==> src/rtl/smmq_pkg.sv <==
// smmq_pkg: shared codes, widths and types for the stack with min/max query unit.
// No dependencies; imported by the interfaces and every module of the block.

package smmq_pkg;

   // Payload widths
   localparam int ACTION_W = 3;
   localparam int VALUE_W  = 32;
   localparam int KIND_W   = 2;

   // Default stack depth (legal range 1 to 64)
   localparam int STACK_DEPTH_DEFAULT = 16;

   typedef logic [ACTION_W-1:0]       action_type;
   typedef logic signed [VALUE_W-1:0] value_type;
   typedef logic [KIND_W-1:0]         kind_type;

   // Request actions
   localparam action_type ACT_PUSH = 3'd0;
   localparam action_type ACT_POP  = 3'd1;
   localparam action_type ACT_MAX  = 3'd2;
   localparam action_type ACT_MIN  = 3'd3;
   localparam action_type ACT_DUMP = 3'd4;

   // Response kinds
   localparam kind_type KIND_MAX      = 2'd0;
   localparam kind_type KIND_MIN      = 2'd1;
   localparam kind_type KIND_DUMP     = 2'd2;
   localparam kind_type KIND_OVERFLOW = 2'd3;

   // One response transaction payload
   typedef struct packed {
      kind_type  kind;
      value_type result_value;
      logic      last;
   } rsp_type;

endpackage

==> src/rtl/smmq_if.sv <==
// smmq_if: valid/ready channel interfaces for requests and responses.
// Depends on smmq_pkg for the payload types.

interface smmq_req_if
   import smmq_pkg::*;
();
   logic       valid;
   logic       ready;
   action_type action;
   value_type  value;

   modport source (output valid, output action, output value, input ready);
   modport sink   (input valid, input action, input value, output ready);
endinterface

interface smmq_rsp_if
   import smmq_pkg::*;
();
   logic      valid;
   logic      ready;
   kind_type  kind;
   value_type result_value;
   logic      last;

   modport source (output valid, output kind, output result_value, output last, input ready);
   modport sink   (input valid, input kind, input result_value, input last, output ready);
endinterface

==> src/rtl/stack_with_min_max_query_unit.sv <==
// stack_with_min_max_query_unit: top level of the bounded stack with min/max query.
// Depends on smmq_pkg, smmq_if, smmq_mem, smmq_ctrl and smmq_outbuf.
//
//   Channel    Direction  Payload                        Transaction
//   req_chan   in         action, value                  valid && ready
//   rsp_chan   out        kind, result_value, last       valid && ready
//
// Push and pop complete on acceptance; a push onto a full stack passes through the overflow state to emit overflow.
// Max, min and dump make one memory read per entry, top to bottom, one at a time as set
// by the single read port of the stack memory, whose read data is registered.
// Reset clears the stack count and the control state; memory contents are not cleared.
// A stalled response channel holds the scan (dump) or the final result; requests wait
// until the current transaction's work is done.

module stack_with_min_max_query_unit
   import smmq_pkg::*;
#(
   parameter int STACK_DEPTH = STACK_DEPTH_DEFAULT
) (
   input logic        clock,
   input logic        reset,
   smmq_req_if.sink   req_chan,
   smmq_rsp_if.source rsp_chan
);

   localparam int AW = (STACK_DEPTH > 1) ? $clog2(STACK_DEPTH) : 1;
   localparam int CW = $clog2(STACK_DEPTH + 1);

   logic          wr_en;
   logic [AW-1:0] wr_addr;
   value_type     wr_data;
   logic          rd_en;
   logic [AW-1:0] rd_addr;
   value_type     rd_data;
   logic          out_free;
   logic          out_load;
   rsp_type       out_data;

   // Stack storage
   smmq_mem #(
      .STACK_DEPTH (STACK_DEPTH),
      .AW          (AW)
   ) u_mem (
      .clock   (clock),
      .wr_en   (wr_en),
      .wr_addr (wr_addr),
      .wr_data (wr_data),
      .rd_en   (rd_en),
      .rd_addr (rd_addr),
      .rd_data (rd_data)
   );

   // Decode and scan sequencer
   smmq_ctrl #(
      .STACK_DEPTH (STACK_DEPTH),
      .AW          (AW),
      .CW          (CW)
   ) u_ctrl (
      .clock    (clock),
      .reset    (reset),
      .req_chan (req_chan),
      .wr_en    (wr_en),
      .wr_addr  (wr_addr),
      .wr_data  (wr_data),
      .rd_en    (rd_en),
      .rd_addr  (rd_addr),
      .rd_data  (rd_data),
      .out_free (out_free),
      .out_load (out_load),
      .out_data (out_data)
   );

   // Response register
   smmq_outbuf u_outbuf (
      .clock     (clock),
      .reset     (reset),
      .load      (out_load),
      .load_data (out_data),
      .free      (out_free),
      .rsp_chan  (rsp_chan)
   );

endmodule

==> src/rtl/smmq_mem.sv <==
// smmq_mem: stack storage, one write port and one read port, registered read data.
// Depends on smmq_pkg for the value type.

module smmq_mem
   import smmq_pkg::*;
#(
   parameter int STACK_DEPTH = STACK_DEPTH_DEFAULT,
   parameter int AW          = (STACK_DEPTH > 1) ? $clog2(STACK_DEPTH) : 1
) (
   input  logic          clock,
   input  logic          wr_en,
   input  logic [AW-1:0] wr_addr,
   input  value_type     wr_data,
   input  logic          rd_en,
   input  logic [AW-1:0] rd_addr,
   output value_type     rd_data
);

   value_type mem_array [STACK_DEPTH];
   value_type rd_data_ff;

   // Write port
   always_ff @(posedge clock) begin
      if (wr_en) begin
         mem_array[wr_addr] <= wr_data;
      end
   end

   // Read port, data held until the next read
   always_ff @(posedge clock) begin
      if (rd_en) begin
         rd_data_ff <= mem_array[rd_addr];
      end
   end

   assign rd_data = rd_data_ff;

endmodule

==> src/rtl/smmq_outbuf.sv <==
// smmq_outbuf: single-entry output register that drives the response channel.
// Depends on smmq_pkg and smmq_rsp_if.

module smmq_outbuf
   import smmq_pkg::*;
(
   input  logic   clock,
   input  logic   reset,
   input  logic   load,
   input  rsp_type load_data,
   output logic   free,
   smmq_rsp_if.source rsp_chan
);

   logic    valid_ff, valid_in;
   rsp_type data_ff;

   // Slot is free when empty or drained this cycle
   assign free = !valid_ff || rsp_chan.ready;

   always_comb begin
      valid_in = valid_ff;
      if (load) begin
         valid_in = 1'b1;
      end else if (rsp_chan.ready) begin
         valid_in = 1'b0;
      end
   end

   always_ff @(posedge clock) begin
      if (reset) begin
         valid_ff <= 1'b0;
      end else begin
         valid_ff <= valid_in;
      end
   end

   always_ff @(posedge clock) begin
      if (load) begin
         data_ff <= load_data;
      end
   end

   assign rsp_chan.valid        = valid_ff;
   assign rsp_chan.kind         = data_ff.kind;
   assign rsp_chan.result_value = data_ff.result_value;
   assign rsp_chan.last         = data_ff.last;

endmodule

==> src/rtl/smmq_ctrl.sv <==
// smmq_ctrl: stack pointer, action decode and the scan sequencer for max, min and dump.
// Depends on smmq_pkg and smmq_req_if; drives smmq_mem and smmq_outbuf.

module smmq_ctrl
   import smmq_pkg::*;
#(
   parameter int STACK_DEPTH = STACK_DEPTH_DEFAULT,
   parameter int AW          = (STACK_DEPTH > 1) ? $clog2(STACK_DEPTH) : 1,
   parameter int CW          = $clog2(STACK_DEPTH + 1)
) (
   input  logic          clock,
   input  logic          reset,
   smmq_req_if.sink      req_chan,
   // memory side
   output logic          wr_en,
   output logic [AW-1:0] wr_addr,
   output value_type     wr_data,
   output logic          rd_en,
   output logic [AW-1:0] rd_addr,
   input  value_type     rd_data,
   // output register side
   input  logic          out_free,
   output logic          out_load,
   output rsp_type       out_data
);

   localparam logic [1:0] ST_IDLE = 2'd0;
   localparam logic [1:0] ST_SCAN = 2'd1;
   localparam logic [1:0] ST_OVF  = 2'd2;

   logic [1:0]    state_ff, state_in;
   logic [CW-1:0] count_ff, count_in;
   logic [CW-1:0] left_ff, left_in;      // entries not yet read
   logic [AW-1:0] addr_ff, addr_in;      // next read address
   logic          pend_ff, pend_in;      // read data waiting to be used
   logic          plast_ff, plast_in;    // waiting data is the bottom entry
   logic          first_ff, first_in;    // no entry folded into best yet
   action_type    op_ff, op_in;
   value_type     best_ff, best_in;

   logic          consume;
   logic          better;
   value_type     sel;

   assign wr_addr = count_ff[AW-1:0];
   assign wr_data = req_chan.value;
   assign rd_addr = addr_ff;
   assign req_chan.ready = (state_ff == ST_IDLE);

   // Compare of the new entry against the running best
   always_comb begin
      if (op_ff == ACT_MAX) begin
         better = rd_data > best_ff;
      end else begin
         better = rd_data < best_ff;
      end
      sel = (first_ff || better) ? rd_data : best_ff;
   end

   assign consume = pend_ff && (out_free || (op_ff != ACT_DUMP && !plast_ff));

   // Next-state logic
   always_comb begin
      state_in = state_ff;
      count_in = count_ff;
      left_in  = left_ff;
      addr_in  = addr_ff;
      pend_in  = pend_ff;
      plast_in = plast_ff;
      first_in = first_ff;
      op_in    = op_ff;
      best_in  = best_ff;
      wr_en    = 1'b0;
      rd_en    = 1'b0;
      out_load = 1'b0;
      out_data = '{kind: KIND_OVERFLOW, result_value: '0, last: 1'b1};

      case (state_ff)
         ST_IDLE: begin
            if (req_chan.valid) begin
               case (req_chan.action)
                  ACT_PUSH: begin
                     if (count_ff == CW'(STACK_DEPTH)) begin
                        state_in = ST_OVF;
                     end else begin
                        wr_en    = 1'b1;
                        count_in = count_ff + 1'b1;
                     end
                  end
                  ACT_POP: begin
                     if (count_ff != '0) begin
                        count_in = count_ff - 1'b1;
                     end
                  end
                  ACT_MAX, ACT_MIN, ACT_DUMP: begin
                     if (count_ff != '0) begin
                        state_in = ST_SCAN;
                        op_in    = req_chan.action;
                        left_in  = count_ff;
                        addr_in  = AW'(count_ff - 1'b1);
                        pend_in  = 1'b0;
                        first_in = 1'b1;
                     end
                  end
                  default: begin
                  end
               endcase
            end
         end

         ST_SCAN: begin
            // Use the waiting entry
            if (consume) begin
               if (op_ff == ACT_DUMP) begin
                  out_load = 1'b1;
                  out_data = '{kind: KIND_DUMP, result_value: rd_data, last: plast_ff};
               end else begin
                  best_in  = sel;
                  first_in = 1'b0;
                  if (plast_ff) begin
                     out_load = 1'b1;
                     out_data = '{kind: (op_ff == ACT_MAX) ? KIND_MAX : KIND_MIN,
                                  result_value: sel, last: 1'b1};
                  end
               end
            end
            if (consume && plast_ff) begin
               state_in = ST_IDLE;
               pend_in  = 1'b0;
               if (op_ff == ACT_DUMP) begin
                  count_in = '0;
               end
            end else if (left_ff != '0 && (!pend_ff || consume)) begin
               // Issue the next read, top to bottom
               rd_en    = 1'b1;
               pend_in  = 1'b1;
               plast_in = (left_ff == CW'(1));
               left_in  = left_ff - 1'b1;
               addr_in  = addr_ff - 1'b1;
            end else if (consume) begin
               pend_in = 1'b0;
            end
         end

         ST_OVF: begin
            if (out_free) begin
               out_load = 1'b1;
               state_in = ST_IDLE;
            end
         end

         default: begin
            state_in = ST_IDLE;
         end
      endcase
   end

   // Control registers
   always_ff @(posedge clock) begin
      if (reset) begin
         state_ff <= ST_IDLE;
         count_ff <= '0;
         pend_ff  <= 1'b0;
      end else begin
         state_ff <= state_in;
         count_ff <= count_in;
         pend_ff  <= pend_in;
      end
   end

   // Scan working registers
   always_ff @(posedge clock) begin
      left_ff  <= left_in;
      addr_ff  <= addr_in;
      plast_ff <= plast_in;
      first_ff <= first_in;
      op_ff    <= op_in;
      best_ff  <= best_in;
   end

endmodule

==> src/flat_wrapper.sv <==
// flat-port wrapper written by rule: the top's interface ports become plain ports
module stack_with_min_max_query_unit_flat import smmq_pkg::*;
#(
   parameter int STACK_DEPTH = STACK_DEPTH_DEFAULT
)
  (clock, reset, req_chan_valid, req_chan_action, req_chan_value, req_chan_ready, rsp_chan_valid, rsp_chan_kind, rsp_chan_result_value, rsp_chan_last, rsp_chan_ready);
  smmq_req_if req_chan_i ();
  smmq_rsp_if rsp_chan_i ();
  input logic clock;
  input logic reset;
  input wire logic [$bits(req_chan_i.valid)-1:0] req_chan_valid;
  input wire logic [$bits(req_chan_i.action)-1:0] req_chan_action;
  input wire logic [$bits(req_chan_i.value)-1:0] req_chan_value;
  output wire logic [$bits(req_chan_i.ready)-1:0] req_chan_ready;
  output wire logic [$bits(rsp_chan_i.valid)-1:0] rsp_chan_valid;
  output wire logic [$bits(rsp_chan_i.kind)-1:0] rsp_chan_kind;
  output wire logic [$bits(rsp_chan_i.result_value)-1:0] rsp_chan_result_value;
  output wire logic [$bits(rsp_chan_i.last)-1:0] rsp_chan_last;
  input wire logic [$bits(rsp_chan_i.ready)-1:0] rsp_chan_ready;
  assign req_chan_i.valid = req_chan_valid;
  assign req_chan_i.action = req_chan_action;
  assign req_chan_i.value = req_chan_value;
  assign req_chan_ready = req_chan_i.ready;
  assign rsp_chan_valid = rsp_chan_i.valid;
  assign rsp_chan_kind = rsp_chan_i.kind;
  assign rsp_chan_result_value = rsp_chan_i.result_value;
  assign rsp_chan_last = rsp_chan_i.last;
  assign rsp_chan_i.ready = rsp_chan_ready;
  stack_with_min_max_query_unit #(.STACK_DEPTH(STACK_DEPTH)) u_core (.clock(clock), .reset(reset), .req_chan(req_chan_i), .rsp_chan(rsp_chan_i));
endmodule
==> config.mk <==
export PLATFORM = sky130hd
export DESIGN_NAME = stack_with_min_max_query_unit_flat
export DESIGN_NICKNAME = d
export VERILOG_FILES = /design/src/rtl/smmq_pkg.sv /design/src/rtl/smmq_if.sv /design/src/rtl/stack_with_min_max_query_unit.sv /design/src/rtl/smmq_mem.sv /design/src/rtl/smmq_outbuf.sv /design/src/rtl/smmq_ctrl.sv /design/src/flat_wrapper.sv
export SDC_FILE = /design/constraint.sdc
export NUM_CORES = 1
export LEC_CHECK = 0
export CAP_MARGIN = 5
export CORE_ASPECT_RATIO = 1.4
export CORE_UTILIZATION = 57
export CTS_BUF_LIST = sky130_fd_sc_hd__clkbuf_8 sky130_fd_sc_hd__clkbuf_16
export DETAILED_ROUTE_END_ITERATION = 10
export DONT_BUFFER_PORTS = 1
export GPL_ROUTABILITY_DRIVEN = 0
export PLACE_DENSITY = 0.81
export SYNTH_ARGS = -nofsm -noshare
export SYNTH_HDL_FRONTEND = slang
export SYNTH_HIERARCHICAL = 1
export SYNTH_SLANG_ARGS = --single-unit
==> constraint.sdc <==
create_clock -name clock -period 3.94 [get_ports clock]
set_input_delay 0 -clock clock [delete_from_list [all_inputs] [get_ports clock]]
set_output_delay 0 -clock clock [all_outputs]
set_load 0.01 [all_outputs]
==> flow_metrics.py, run 1 <==
metrics = {
    "cts": {
        "cts_setup_buffers": 0,
        "clk_pin_slew_worst_paths_ns": 0.07,
        "clock_latency_ns": 0.59,
        "cts_root_buf": "clkbuf_16",
        "cts_tree": "yes",
        "clockBufferDepth": 3,
        "htree_num_levels": 2,
        "clkSinkCount": 634,
        "cts-resized-gates": 0,
        "cts_hold_repair.buffers": 43,
        "cts_buffers": 54,
    },
    "pwr": {
        "p_sw_share_pct": 20.9,
        "p_int_mw": 11.0,
        "ir_drop_mv": 0.344,
        "pwr-share-comb_pct": 6.4,
        "p_sw_mw": 2.91,
        "p_leak_nw": 9.19,
        "p_per_area_nw_per_um2": 486,
        "power_frac_seq_pct": 55.1,
        "clkPwrFrac_pct": 38.5,
    },
    "synth": {
        "synth_nets": 1389,
        "synth_top_area_share_pct": 73.4,
        "synth_cell_type_count": 55,
        "yosysMostFrequentCell": "edfxtp_1",
        "yosysWarnings": 6,
        "synth_area_leader_cell": "edfxtp_1",
        "synthTopCellsByArea": "edfxtp_1 73%, mux4_2 11%, ha_1 2.1%",
        "synthFlopType": "edfxtp_1",
        "synth-async-reset-ratio_pct": 0,
        "syn-cell-area_um2": 25600,
        "synthCells": 1308,
        "ys_seq_area_share_pct": 74.2,
        "synth_edf_count": 625,
        "synth_seq_cells": 634,
        "synth_common_cells": "625 x edfxtp_1, 128 x mux4_2, 65 x a22oi_1",
        "syn_avg_cell_area_um2": 19.5,
    },
    "floorplanning": {
        "die-area_um2": 45700,
        "fp.dieW_um": 181,
        "rows": 91,
        "die_h_um": 253,
        "io_pins": 76,
        "core_area_um2": 44200,
        "initial_core_util_pct": 57.8,
    },
    "timing": {
        "clock_skew_ns": 0.0215,
        "rsz0062_at_grt": "no",
        "finalSetupViolations": 0,
        "final-hold-violation-count": 0,
        "fin_crit_sh_pct": 89.2,
        "fin_setup_tns_ns": 0,
        "finalCriticalPeriod_ns": 3.52,
        "drv_slew": 0,
        "tightest_slew_ns": 1.30,
        "fmax_ghz": 0.284,
        "maxSlewHeadroom_pct": 13.4,
        "hold_ws_ns": 0.124,
    },
    "detailed_routing": {
        "routed-via-count": 12900,
        "drtIter0Drc": 1277,
        "drt-total-wl_um": 54900,
        "postRouteAntennaNets": 0,
        "drc": 0,
        "wire_per_inst_um": 28.2,
        "firstDrtPassIters": 5,
        "via_per_inst": 6.65,
    },
    "status": {
        "outcome": "finished, final reports clean",
    },
    "finish": {
        "fin_util_pct": 64.6,
        "nets": 1424,
        "synthToLayoutAreaGrowth_pct": 11.7,
        "stdcell_area_um2": 28600,
        "fillers": 2783,
        "finalNonFillerCells": 1943,
        "drive_above_1_share_pct": 21.9,
    },
    "global_route": {
        "met2_usage_pct": 43.1,
        "grt_pass1_vias": 13200,
        "use_met1_pct": 30.6,
        "grt_first_pass_wirelength_um": 82000,
        "antenna_found_initial": 4,
        "grt_max_degree": 131,
        "grt.overflow.total": 0,
        "grt_util_all_layers_pct": 24.5,
        "grt-busiest-layer": "met2",
        "grt_util_met3_pct": 3.99,
    },
    "worst_setup_path": {
        "setup.worst_path.start": "u_core/u_mem/rd_data[14]",
        "reg2reg_slack_ns": 0.42,
        "crit_fanout": 25,
        "crit_path_end_kind": "register",
        "r2r-start": "u_core/u_mem/rd_data[14]",
        "crit_type": "reg2reg",
        "crit_arrival_ns": 3.84,
        "worstSetupStartpointType": "register",
        "cp.required_ns": 4.26,
    },
    "placement": {
        "placed_area_um2": 26300,
        "hpwl_um": 28500,
        "placed_cells": 1802,
        "placement.io_buffers": 0,
    },
    "hold_path": {
        "hp-class": "in2reg",
        "hold_start": "req_chan_action[0]",
    },
    "job": {
        "cap_violations": 0,
    },
}
-- final timing paths --
check             cells past startpoint                                   endpoint
setup / recovery                      9  u_core/u_outbuf/rsp_chan.result_value[31]
hold / removal                        5                  u_core/u_ctrl/count_ff[3]
setup reg to reg                      9  u_core/u_outbuf/rsp_chan.result_value[31]
hold reg to reg                       2                  u_core/u_ctrl/state_ff[0]
-- flip-flops by register name (all words and copies together) (netlist names), 2 cells and up --
register	flops
u_core/u_ctrl/left_ff	5
u_core/u_ctrl/count_ff	5
u_core/u_ctrl/state_ff	2
u_core/u_ctrl/rd_addr	4
u_core/u_outbuf/rsp_chan.kind	2
u_core/u_ctrl/op_ff	3
u_core/u_ctrl/best_ff	32
u_core/u_outbuf/rsp_chan.result_value	32
u_core/u_mem/rd_data	32
u_core/u_mem/mem_array	512
-- final cells by class --
type / instances / area (µm²) / share of cell area [%]
diodes: 1 / 2.50 / 0.00876
clock buffers: 55 / 1380 / 4.82
clock inverters: 42 / 399 / 1.40
inverters: 46 / 173 / 0.605
multi-input cells: 529 / 6020 / 21.1
flip-flops and latches: 634 / 18900 / 66.4
well taps: 558 / 698 / 2.45
repair buffers: 78 / 931 / 3.26
-- critical path, cell delays in order, from the launching register on --
cell and delay [ns]:
edfxtp_1 0.43, ha_1 0.36, nand4_1 0.14, nor3_1 0.12
a21boi_1 0.14, or4b_1 0.53, a32o_1 0.29, or4_1 0.70
buf_12 0.26, a32o_1 0.26
-- metal layers --
layer | part of all wire, % | up-vias | wire length (µm)
met2 | 52 | 758 | 28800
met5 | 0.040 | - | 22
met1 | 36 | 6642 | 19800
met4 | 3.4 | 4 | 1850
li1 | - | 5384 | -
met3 | 8.2 | 130 | 4480
-- logic make-up after synthesis --
| kind of cell | after synthesis | share of synthesized area (%) |
|---|---|---|
| flops | 634 | 74.2 |
| simple gates | 157 | 3.08 |
| fa+ha+maj | 42 | 2.06 |
| mux | 163 | 12.8 |
| buf+inv | 145 | 2.96 |
| compound gates | 157 | 4.60 |
| xor+xnor | 10 | 0.343 |
-- placed cells by master, fill, tap and decap left out, types with 5 or more instances in the layout --
master / synthesis / routed
edfxtp_1: 625 / 625
mux4_2: 128 / 128
a22oi_1: 65 / 65
clkbuf_16: 0 / 55
inv_1: 46 / 51
nand2_1: 51 / 51
dlygate4sd3_1: 0 / 43
ha_1: 42 / 42
a32o_1: 33 / 33
mux2_2: 31 / 31
a21oi_1: 29 / 27
nor2_1: 37 / 24
buf_12: 0 / 19
buf_4: 48 / 16
clkinv_1: 0 / 14
nor3_1: 17 / 12
nor2_4: 0 / 12
clkinv_2: 0 / 11
nand3_1: 10 / 10
o21ai_0: 9 / 9
dfxtp_1: 9 / 9
bufinv_16: 0 / 8
nand2b_1: 7 / 7
nand4_1: 7 / 7
xnor2_1: 7 / 7
a211oi_1: 5 / 5
-- power by group through the flow --
| stage | Combinational (mW) | Sequential [mW] | Clock (mW) |
|---|---|---|---|
| final | 0.887 | 7.65 | 5.34 |
| after global routing | 0.964 | 7.66 | 5.62 |
| after CTS | 0.887 | 7.65 | 5.39 |
| after detailed placement | 0.763 | 7.79 | 0 |
| after global placement | 0.739 | 7.79 | 0 |
| after floorplan | 0.646 | 7.75 | 0 |
-- stage by stage --
| stage | setup slack, ns | total power [mW] |
|---|---|---|
| global placement | 0.512 | 8.53 |
| finish | 0.424 | 13.9 |
| CTS | 0.443 | 13.9 |
| floorplan | 0.407 | 8.40 |
| detailed placement | 0.467 | 8.56 |
| global route | 0.262 | 14.2 |
Note: power is estimated with default switching activity, not from simulation.
==> inputs of run 2 (changes only) <==
--- a/config.mk
+++ b/config.mk
@@ -12,7 +12,7 @@
 export DETAILED_ROUTE_END_ITERATION = 10
 export DONT_BUFFER_PORTS = 1
 export GPL_ROUTABILITY_DRIVEN = 0
-export PLACE_DENSITY = 0.81
+export PLACE_DENSITY = 0.75
 export SYNTH_ARGS = -nofsm -noshare
 export SYNTH_HDL_FRONTEND = slang
 export SYNTH_HIERARCHICAL = 1
==> flow_metrics.py, run 2 (synthesis results as in run 1) <==
metrics = {
    "detailed_routing": {
        "routed-via-count": 12600,
        "via_per_inst": 6.43,
        "drc": 0,
        "firstDrtPassIters": 5,
        "wire_per_inst_um": 26.7,
        "drt-total-wl_um": 52300,
        "drtIter0Drc": 1044,
        "postRouteAntennaNets": 0,
    },
    "finish": {
        "seq_area_um2": 18900,
        "multi_input_area_um2": 6030,
        "final_cell_mix": "625 x edfxtp_1, 128 x mux4_2, 65 x a22oi_1",
        "largest_reg_flops": 512,
        "nets": 1437,
        "layout_commonest_cell": "edfxtp_1",
        "synthToLayoutAreaGrowth_pct": 11.9,
        "top_register": "u_core/u_mem/mem_array",
        "fillers": 2794,
        "fin_util_pct": 64.7,
        "drive_above_1_share_pct": 22.4,
        "finalNonFillerCells": 1958,
    },
    "cts": {
        "cts_tree": "yes",
        "clk_pin_slew_worst_paths_ns": 0.06,
        "clkSinkCount": 634,
        "htree_num_levels": 2,
        "clockBufferDepth": 3,
        "cts_root_buf": "clkbuf_16",
        "clock_latency_ns": 0.60,
        "cts_buffers": 56,
    },
    "placement": {
        "placed_cells": 1811,
        "hpwl_um": 28600,
        "placement.io_buffers": 0,
    },
    "pwr": {
        "ir_drop_mv": 0.419,
        "p_per_area_nw_per_um2": 488,
        "p_leak_nw": 9.25,
        "clkPwrFrac_pct": 38.7,
        "p_int_mw": 11.0,
        "p_sw_mw": 2.97,
        "p_sw_share_pct": 21.3,
        "power_frac_seq_pct": 54.8,
        "pwr-share-comb_pct": 6.4,
    },
    "global_route": {
        "grt_first_pass_wirelength_um": 79000,
        "use_met1_pct": 30.1,
        "grt.overflow.total": 0,
        "met2_usage_pct": 40.2,
        "antenna_found_initial": 4,
        "grt_util_met3_pct": 4.29,
        "grt_pass1_vias": 13100,
        "grt_util_all_layers_pct": 23.5,
        "grt-busiest-layer": "met2",
        "grt_max_degree": 77,
    },
    "worst_setup_path": {
        "crit_top_cell": "dlygate4sd3_1",
        "crit_path_end_kind": "register",
        "worstSetupStartpointType": "register",
        "crit_type": "reg2reg",
        "worstPathCellList": "inv_1 -> ha_1 -> nand2_1 -> o221ai_1 -> dlygate4sd3_1 -> a221oi_1 -> dlygate4sd3_1 -> nand3b_1 -> dlygate4sd3_1 -> a21oi_1",
        "rr_worst_depth": 10,
        "cp.required_ns": 4.47,
        "cp_slowest_stage_delay_ns": 0.65,
        "crit_path_top_delay_cell": "dlygate4sd3_1",
        "crit_arrival_ns": 4.14,
        "crit_fanout": 13,
    },
    "floorplanning": {
        "initial_core_util_pct": 57.8,
        "die_h_um": 253,
        "rows": 91,
        "io_pins": 76,
        "die-area_um2": 45700,
        "core_area_um2": 44200,
        "fp.dieW_um": 181,
    },
    "timing": {
        "fin_setup_tns_ns": 0,
        "finalCriticalPeriod_ns": 3.61,
        "drv_slew": 0,
        "final-hold-violation-count": 0,
        "fin_crit_sh_pct": 91.6,
        "fmax_ghz": 0.277,
        "maxSlewHeadroom_pct": 52.9,
        "rsz0062_at_grt": "no",
        "tightest_slew_ns": 0.706,
        "finalSetupViolations": 0,
        "clock_skew_ns": 0.0159,
    },
    "hold_path": {
        "hp-class": "in2reg",
        "whs_path_depth": 6,
    },
    "job": {
        "cap_violations": 0,
    },
    "status": {
        "outcome": "finished, final reports clean",
    },
}
## run 2: cell types whose count changed in the layout (fill, tap and decap cells not counted), moves of 2 or more
cell	before	now
clkinvlp_4	2	5
dlygate4sd3_1	43	45
clkbuf_16	55	58
clkinv_2	11	9
clkinv_1	14	9
inv_1	51	59
buf_4	16	33
buf_12	19	11
bufinv_16	8	6
## run 2: worst paths after layout
path,from,endpoint,slack [ns]
min,req_chan_action[0],u_core/u_ctrl/count_ff[3],0.11
max,u_core/u_ctrl/count_ff[1],u_core/u_ctrl/state_ff[0],0.33
min reg2reg,u_core/u_ctrl/state_ff[0],u_core/u_ctrl/state_ff[0],0.50
max reg2reg,u_core/u_ctrl/count_ff[1],u_core/u_ctrl/state_ff[0],0.33
## run 2: through the flow
step                instance area, µm²  power [mW]  hold slack [ns]  setup slack [ns]
global placement                 26300        8.54           0.0647             0.461
CTS                              28600        14.0           0.0829             0.186
detailed placement               26300        8.56           0.0655             0.399
global route                     28600        14.3            0.125             0.126
floorplan                        25600        8.40           0.0624             0.407
finish                           28600        13.9            0.107             0.330
## run 2: layer usage
layer	vias up	wire [µm]
li1	5405	-
met1	6532	19700
met2	535	27100
met3	105	3980
met4	4	1580
met5	-	24
## run 2: what timing repair did
action                                 4_1_cts  5_1_grt
setup endpoints to repair                    0        2
setup buffers                                0        0
hold buffers                                45        0
endpoints found under the hold margin      529        0
gates resized for setup                      0        1
## run 2: cell type report
class                   instances  share of cell area, %
diodes                          1                0.00875
clock buffers                  58                   5.08
clock inverters                43                   1.26
inverters                      46                  0.604
multi-input cells             529                   21.1
flip-flops and latches        634                   66.3
well taps                     558                   2.44
repair buffers                 89                   3.21
## run 2: power groups by stage
stage	logic (mW)	clock network, mW	registers, mW
after floorplan	0.646	0	7.75
after global placement	0.760	0	7.78
after detailed placement	0.775	0	7.79
after CTS	0.901	5.48	7.64
after global routing	0.977	5.71	7.65
final	0.899	5.40	7.64
## run 2: worst max-delay path: cells and delay by family (launching register included)
family          cells  cell delay (ns)
compound gates      3             0.62
simple gates        2             0.20
fa+ha+maj           1             0.23
flops               1             0.56
buf+inv             4             1.92
